<file path="src/rtl/sse_pkg.sv">
// Shared types and constants for the sorted set engine.
`timescale 1ns / 1ps

package sse_pkg;

	localparam int CMD_W       = 2;
	localparam int ENTRY_W     = 32;
	localparam int COUNT_OUT_W = 5;

	// Request command codes; the unused code acts as a query.
	localparam logic [CMD_W-1:0] CMD_INSERT = 2'd0;
	localparam logic [CMD_W-1:0] CMD_REMOVE = 2'd1;
	localparam logic [CMD_W-1:0] CMD_QUERY  = 2'd2;

	// Step commands from the controller to the datapath.
	typedef struct packed {
		logic load;    // capture the request
		logic eval;    // register the per-cell compares
		logic apply;   // shift the cells and update the count
		logic finish;  // load the result register
	} ctrl_cmd_t;

endpackage

</file>
<file path="src/rtl/sse_ctrl.sv">
// Controller state machine that steps one request through the datapath.
`timescale 1ns / 1ps

module sse_ctrl
	import sse_pkg::*;
(
	input  logic      clk,
	input  logic      arst_n,
	input  logic      in_valid,
	output logic      in_stall,
	output logic      out_valid,
	input  logic      out_stall,
	output ctrl_cmd_t cmd
);

	typedef enum logic [1:0] {
		ST_IDLE,
		ST_EVAL,
		ST_APPLY,
		ST_FINISH
	} state_t;

	state_t state_q;
	logic   out_valid_q;
	logic   slot_free;

	// The result register can take a new result when empty or being drained.
	assign slot_free = !out_valid_q || !out_stall;

	// Step commands decoded from the state.
	always_comb begin
		cmd.load   = (state_q == ST_IDLE) && in_valid;
		cmd.eval   = (state_q == ST_EVAL);
		cmd.apply  = (state_q == ST_APPLY);
		cmd.finish = (state_q == ST_FINISH) && slot_free;
	end

	assign in_stall  = (state_q != ST_IDLE);
	assign out_valid = out_valid_q;

	// State and the result valid flag.
	always_ff @(posedge clk or negedge arst_n) begin
		if (!arst_n) begin
			state_q     <= ST_IDLE;
			out_valid_q <= 1'b0;
		end else begin
			if (cmd.finish) begin
				out_valid_q <= 1'b1;
			end else if (!out_stall) begin
				out_valid_q <= 1'b0;
			end
			unique case (state_q)
				ST_IDLE: begin
					if (in_valid) state_q <= ST_EVAL;
				end
				ST_EVAL: begin
					state_q <= ST_APPLY;
				end
				ST_APPLY: begin
					state_q <= ST_FINISH;
				end
				ST_FINISH: begin
					if (slot_free) state_q <= ST_IDLE;
				end
				default: begin
					state_q <= ST_IDLE;
				end
			endcase
		end
	end

endmodule

</file>
<file path="src/rtl/sse_datapath.sv">
// Row of compare-and-shift cells holding the sorted entries, plus result register.
`timescale 1ns / 1ps

module sse_datapath
	import sse_pkg::*;
#(
	parameter int CAPACITY = 16
) (
	input  logic                      clk,
	input  logic                      arst_n,
	input  ctrl_cmd_t                 cmd,
	input  logic [CMD_W-1:0]          command,
	input  logic signed [ENTRY_W-1:0] value,
	output logic                      was_present,
	output logic                      changed,
	output logic                      full_drop,
	output logic [COUNT_OUT_W-1:0]    entry_count,
	output logic                      is_empty_flag,
	output logic signed [ENTRY_W-1:0] smallest,
	output logic signed [ENTRY_W-1:0] largest
);

	localparam int CNT_W = $clog2(CAPACITY + 1);

	logic signed [ENTRY_W-1:0] ent_q [CAPACITY];
	logic signed [ENTRY_W-1:0] ent_nxt [CAPACITY];
	logic [CNT_W-1:0]          count_q;
	logic [CMD_W-1:0]          cmd_q;
	logic signed [ENTRY_W-1:0] val_q;
	logic [CAPACITY-1:0]       lt_s1;
	logic [CAPACITY-1:0]       eq_s1;
	logic [CAPACITY-1:0]       lt_c;
	logic [CAPACITY-1:0]       eq_c;
	logic                      present;
	logic                      is_full;
	logic                      do_ins;
	logic                      do_rem;
	logic                      present_q;
	logic                      changed_q;
	logic                      drop_q;
	logic signed [ENTRY_W-1:0] top_entry;

	// Per-cell compares against the request value; cells past the count are ignored.
	always_comb begin
		for (int i = 0; i < CAPACITY; i++) begin
			lt_c[i] = (count_q > CNT_W'(i)) && (ent_q[i] < val_q);
			eq_c[i] = (count_q > CNT_W'(i)) && (ent_q[i] == val_q);
		end
	end

	// Decision for the request from the registered compares.
	assign present = |eq_s1;
	assign is_full = (count_q == CNT_W'(CAPACITY));
	assign do_ins  = (cmd_q == CMD_INSERT) && !present && !is_full;
	assign do_rem  = (cmd_q == CMD_REMOVE) && present;

	// Next value of each cell: keep below the insert point, otherwise shift.
	for (genvar i = 0; i < CAPACITY; i++) begin : g_cell
		logic signed [ENTRY_W-1:0] ins_val;
		logic signed [ENTRY_W-1:0] rem_val;
		if (i == 0) begin : g_first
			assign ins_val = val_q;
		end else begin : g_rest
			assign ins_val = lt_s1[i-1] ? val_q : ent_q[i-1];
		end
		if (i == CAPACITY - 1) begin : g_last
			assign rem_val = ent_q[i];
		end else begin : g_inner
			assign rem_val = ent_q[i+1];
		end
		always_comb begin
			if (lt_s1[i]) begin
				ent_nxt[i] = ent_q[i];
			end else if (do_ins) begin
				ent_nxt[i] = ins_val;
			end else if (do_rem) begin
				ent_nxt[i] = rem_val;
			end else begin
				ent_nxt[i] = ent_q[i];
			end
		end
	end

	// Entry storage; unwritten cells are never read.
	always_ff @(posedge clk) begin
		if (cmd.load) begin
			cmd_q <= command;
			val_q <= value;
		end
		if (cmd.eval) begin
			lt_s1 <= lt_c;
			eq_s1 <= eq_c;
		end
		if (cmd.apply) begin
			for (int i = 0; i < CAPACITY; i++) begin
				ent_q[i] <= ent_nxt[i];
			end
			present_q <= present;
			changed_q <= do_ins || do_rem;
			drop_q    <= (cmd_q == CMD_INSERT) && !present && is_full;
		end
	end

	// Entry count.
	always_ff @(posedge clk or negedge arst_n) begin
		if (!arst_n) begin
			count_q <= '0;
		end else if (cmd.apply) begin
			if (do_ins) begin
				count_q <= count_q + CNT_W'(1);
			end else if (do_rem) begin
				count_q <= count_q - CNT_W'(1);
			end
		end
	end

	// Select the highest occupied cell.
	always_comb begin
		top_entry = '0;
		for (int i = 0; i < CAPACITY; i++) begin
			if (count_q == CNT_W'(i + 1)) top_entry = top_entry | ent_q[i];
		end
	end

	// Result register.
	always_ff @(posedge clk) begin
		if (cmd.finish) begin
			was_present   <= present_q;
			changed       <= changed_q;
			full_drop     <= drop_q;
			entry_count   <= COUNT_OUT_W'(count_q);
			is_empty_flag <= (count_q == '0);
			smallest      <= (count_q == '0) ? '0 : ent_q[0];
			largest       <= top_entry;
		end
	end

endmodule

</file>
<file path="src/rtl/sorted_set_engine.sv">
// The controller steps each request through capture, per-cell compare, cell shift
// and result load in turn, and takes no new request until the last one is done.
// A full result register holds the final step until the result is taken.
// Reset clears the entry count and all control state; entries stay unwritten.
// Top level of the sorted set engine.
`timescale 1ns / 1ps

module sorted_set_engine
	import sse_pkg::*;
#(
	parameter int CAPACITY = 16
) (
	input  logic                      clk,
	input  logic                      arst_n,
	input  logic                      in_valid,
	output logic                      in_stall,
	input  logic [CMD_W-1:0]          command,
	input  logic signed [ENTRY_W-1:0] value,
	output logic                      out_valid,
	input  logic                      out_stall,
	output logic                      was_present,
	output logic                      changed,
	output logic                      full_drop,
	output logic [COUNT_OUT_W-1:0]    entry_count,
	output logic                      is_empty_flag,
	output logic signed [ENTRY_W-1:0] smallest,
	output logic signed [ENTRY_W-1:0] largest
);

	ctrl_cmd_t ctl_cmd;

	sse_ctrl u_ctrl (
		.clk       (clk),
		.arst_n    (arst_n),
		.in_valid  (in_valid),
		.in_stall  (in_stall),
		.out_valid (out_valid),
		.out_stall (out_stall),
		.cmd       (ctl_cmd)
	);

	sse_datapath #(
		.CAPACITY (CAPACITY)
	) u_datapath (
		.clk           (clk),
		.arst_n        (arst_n),
		.cmd           (ctl_cmd),
		.command       (command),
		.value         (value),
		.was_present   (was_present),
		.changed       (changed),
		.full_drop     (full_drop),
		.entry_count   (entry_count),
		.is_empty_flag (is_empty_flag),
		.smallest      (smallest),
		.largest       (largest)
	);

`ifndef NO_ASSERTIONS
	// An accepted request moves straight into the compare step.
	a_accept_eval: assert property (@(posedge clk) disable iff (!arst_n)
		(in_valid && !in_stall) |=> (ctl_cmd.eval && in_stall))
		else $error("accepted request did not enter the compare step");

	// A request that changed the set cannot also have been dropped.
	a_change_drop: assert property (@(posedge clk) disable iff (!arst_n)
		(out_valid && changed) |-> !full_drop)
		else $error("result both changed the set and dropped the insert");

	// An empty set reports zero for both ends.
	a_empty_ends: assert property (@(posedge clk) disable iff (!arst_n)
		(out_valid && is_empty_flag) |-> (smallest == '0 && largest == '0))
		else $error("empty set reported nonzero smallest or largest");

	// The result register loads only when it is free.
	a_no_overwrite: assert property (@(posedge clk) disable iff (!arst_n)
		(out_valid && out_stall) |-> !ctl_cmd.finish)
		else $error("result overwritten while stalled");
`endif

endmodule
</file>
<file path="config.mk">
export PLATFORM = sky130hd
export DESIGN_NAME = sorted_set_engine
export DESIGN_NICKNAME = d
export VERILOG_FILES = /design/src/rtl/sse_pkg.sv /design/src/rtl/sse_ctrl.sv /design/src/rtl/sse_datapath.sv /design/src/rtl/sorted_set_engine.sv
export SDC_FILE = /design/constraint.sdc
export NUM_CORES = 2
export LEC_CHECK = 0
export BUFFER_PORTS_ARGS = -buffer_cell sky130_fd_sc_hd__buf_2
export CAP_MARGIN = 25
export CELL_PAD_IN_SITES_DETAIL_PLACEMENT = 1
export CELL_PAD_IN_SITES_GLOBAL_PLACEMENT = 2
export CORE_MARGIN = 10
export CORE_UTILIZATION = 43
export CTS_BUF_LIST = sky130_fd_sc_hd__clkbuf_4 sky130_fd_sc_hd__clkbuf_8 sky130_fd_sc_hd__clkbuf_16
export CTS_CLUSTER_SIZE = 40
export DETAILED_ROUTE_END_ITERATION = 8
export GPL_ROUTABILITY_DRIVEN = 0
export PLACE_DENSITY = 0.85
export SKIP_LAST_GASP = 1
export SLEW_MARGIN = 20
export SYNTH_ARGS = -nofsm -noshare
export SYNTH_HDL_FRONTEND = slang
export SYNTH_SLANG_ARGS = --single-unit
</file>
<file path="constraint.sdc">
create_clock -name clk -period 8.4 [get_ports clk]
set_clock_uncertainty 0.05 [all_clocks]
set_input_delay 0.84 -clock clk [delete_from_list [all_inputs] [get_ports clk]]
set_output_delay 0.84 -clock clk [all_outputs]
set_load 0.01 [all_outputs]
</file>
==> flow_metrics.tcl <==
set metrics [dict create \
    ys.flop_type "edfxtp_1" \
    synthesis.area_um2 45300 \
    grt_pass1_wl_mm 293 \
    netlist_instances 4239 \
    synth_edf_count 654 \
    worst-setup-path-type "reg2reg" \
    p_leak_nw 20.6 \
    setup_viol 0 \
    synthDistinctLibCells 66 \
    h-tree-depth 3 \
    yosysSeqAreaShare 0.438 \
    irDropWorstVdd_mv 0.193 \
    ioPinCount 113 \
    vias 39800 \
    core.rowCount 119 \
    ys_seq_elements 662 \
    yosys.area_share.simple 0.112 \
    start_util 0.432 \
    end_kind "flop" \
    cts_hold_buf 1 \
    synth_top_area_frac 0.433 \
    grt_remaining_overflow 0 \
    p_sw_frac 0.411 \
    dr.pass1.iters 8 \
    design_area_um2 50000 \
    wl_per_cell_um 36.5 \
    comb_power_share 0.387 \
    placed_cells 5589 \
    critPathMostFrequentCell "buf_4" \
    grt_pass1_vias 39100 \
    cts_root_buffer "clkbuf_16" \
    dp_hpwl_mm 148 \
    setup_tns_ps 0 \
    worst_pin_slew_ps 1150 \
    cts_tree "built" \
    power_density_nw_per_um2 275 \
    cts_made_buffers 79 \
    cts.repair.resized 0 \
    yosys-top-cells-area "edfxtp_1 43%, ha_1 14%, mux2i_1 10%" \
    layout_common_cells "654 x edfxtp_1, 652 x nand2_1, 522 x ha_1" \
    die_area_um2 119000 \
    grtUsageTotal 0.343 \
    switchingPower_w 0.00565 \
    hold_viol_final 0 \
    cpMaxStageDelayCell "buf_4" \
    drv_cap 0 \
    die_w_um 345 \
    worstSkewPairLatency_ps 670 \
    regArea_um2 19800 \
    die_y_um 345 \
    grt_start_max_net_pins 259 \
    worst-path-max-fanout 93 \
    mostFrequentLayoutCell "edfxtp_1" \
    clock_sinks 662 \
    pwr-share-seq 0.355 \
    hp-class "in2reg" \
    period_minus_slack_ps 4380 \
    fillCellCount 11300 \
    clockBufferDepth 3 \
    yosys.area_share.adder 0.144 \
    drt_iter0_markers 6358 \
    post_dp_cell_area_um2 47400 \
    cp_slowest_stage_delay_ps 870 \
    synth_top_area_cell "edfxtp_1" \
    worstPathRequired_ps 8720 \
    outcome "complete, no violations" \
    start_kind "flop" \
    fin_nets 4843 \
    power_w 0.0138 \
    drv_slew 0 \
    muxShareOfSynthArea 0.117 \
    core_area_um2 105000 \
    syn2layout_area_growth_pct 10.4 \
    fmax_mhz 228 \
    multi_input_area_um2 24100 \
    antenna_found_initial 14 \
    drt-total-wl_mm 210 \
    crit_buf_inv 2 \
    ant_nets 0 \
    pwr-share-clk 0.258 \
    path_delay_family "buffers and inverters" \
    final_cells 5746 \
    fin_crit_sh 0.521 \
    syn_nets 4800 \
    routed_via_density 6.93 \
    port_buffers 112 \
    yosys_warnings 0 \
    crit_arrival_ps 4700 \
    synth-xor-area-share 0.000773 \
    relSlewSlack 0.226 \
    layout-drive-gt1-share 0.108 \
    drc 0 \
    p_int_w 0.00811 \
    syn_area_per_cell_um2 10.7 \
    synth_top_family_by_area "compound AO/OA/AOI/OAI gates" \
    path_clk_slew_ps 60 \
    synth_compound_area_frac 0.151 \
    rsz0062_at_grt "false" \
    path_cells "nor4bb_4, or4_4, buf_4, buf_4, o21ai_1" \
    async_flop_share 0.0121 \
    postCtsSetupBuffers 0 \
]
[area by class of cell]
type,instances,area share
clock inverter,44,0.00773
tap,1391,0.0348
inverter,62,0.00465
sequential,662,0.396
multi-input combinational,3252,0.482
clock buffer,97,0.0433
timing repair buffer,225,0.0310
antenna,13,0.000650
[per-stage QoR]
step	hold WS [ps]	worst slack [ps]	util
floorplan	350	1580	-
global placement	355	4190	0.450
detailed placement	360	4120	0.452
CTS	271	4070	0.476
global route	285	3790	0.476
finish	293	4020	0.477
[path summary, 6_finish.rpt]
kind | from | to | slack, ps | cells past startpoint
hold reg to reg | u_datapath.present_q | u_datapath.was_present | 370 | 0
hold / removal | value[27] | u_datapath.g_cell[0].ins_val[27] | 290 | 1
min in group asynchronous | arst_n | u_ctrl.out_valid | 520 | 2
max in group asynchronous | arst_n | u_datapath.count_q[3] | 7540 | 2
setup reg to reg | u_datapath.count_q[2] | u_datapath.ent_q[0][213] | 4020 | 5
setup / recovery | u_datapath.count_q[2] | u_datapath.ent_q[0][213] | 4020 | 5
[routing by layer]
metal,global-route usage,share of wire
met5,0,0.00031
met4,0.180,0.060
met3,0.104,0.14
met2,0.496,0.41
met1,0.460,0.39
[power groups by stage]
stage          clock network (W)  registers, W  logic (W)
2_1_floorplan                  0       0.00464    0.00305
3_3_place_gp                   0       0.00491    0.00496
3_5_place_dp                   0       0.00491    0.00512
4_1_cts                  0.00355       0.00485    0.00515
5_1_grt                  0.00367       0.00491    0.00553
6_report                 0.00355       0.00489    0.00532
[logic make-up (layout without fill, tap and decap cells)]
kind of cell | after synthesis | in the layout
AOI/OAI and AO/OA | 1111 | 1111
and+or+nand+nor | 1093 | 1093
DFF | 662 | 662
adders and majority gates | 523 | 523
muxes | 521 | 521
buffers and inverters | 325 | 428
xor gates and xnor gates | 4 | 4
other | 0 | 13
[synth_stat cells (4+ instances only)]
cell type	n
nor2_1	83
a211oi_1	8
or3_1	9
ha_1	523
nor4b_1	6
or4_1	5
o22ai_1	6
nor4_2	5
edfxtp_1	654
nor4_1	18
nand2b_1	10
a21oi_1	189
o211ai_1	20
a31oi_1	5
a221o_1	12
o21ai_1	460
clkbuf_1	176
a21boi_0	13
a221oi_1	58
nand3_1	63
buf_1	6
buf_2	25
o21a_1	8
a22o_1	19
o21ai_2	20
inv_1	62
nor2b_1	57
a222oi_1	63
o21ai_0	77
or2_2	5
o31a_1	6
mux4_2	4
a22oi_1	69
o41ai_1	5
and3_1	20
nand2_1	652
nor3_1	35
a21o_1	53
buf_6	56
mux2i_1	471
mux2_2	46
dfrtp_1	8
and4_1	46
nand4_1	70
[sequential cells by signal, summed over array words and instances (netlist names)]
register                   flops
u_ctrl.out_valid               1
u_datapath.eq_s1              16
u_datapath.cmd_q               2
u_datapath.count_q             5
u_datapath.g_cell.ins_val     32
u_datapath.ent_q             512
u_datapath.lt_s1              16
u_datapath.present_q           1
u_datapath.smallest           32
u_datapath.is_empty_flag       1
u_datapath.full_drop           1
u_ctrl.state_q                 2
u_datapath.was_present         1
u_datapath.largest            32
u_datapath.changed_q           1
u_datapath.changed             1
u_datapath.drop_q              1
u_datapath.entry_count         5
Power figures use the tool's default switching activity.
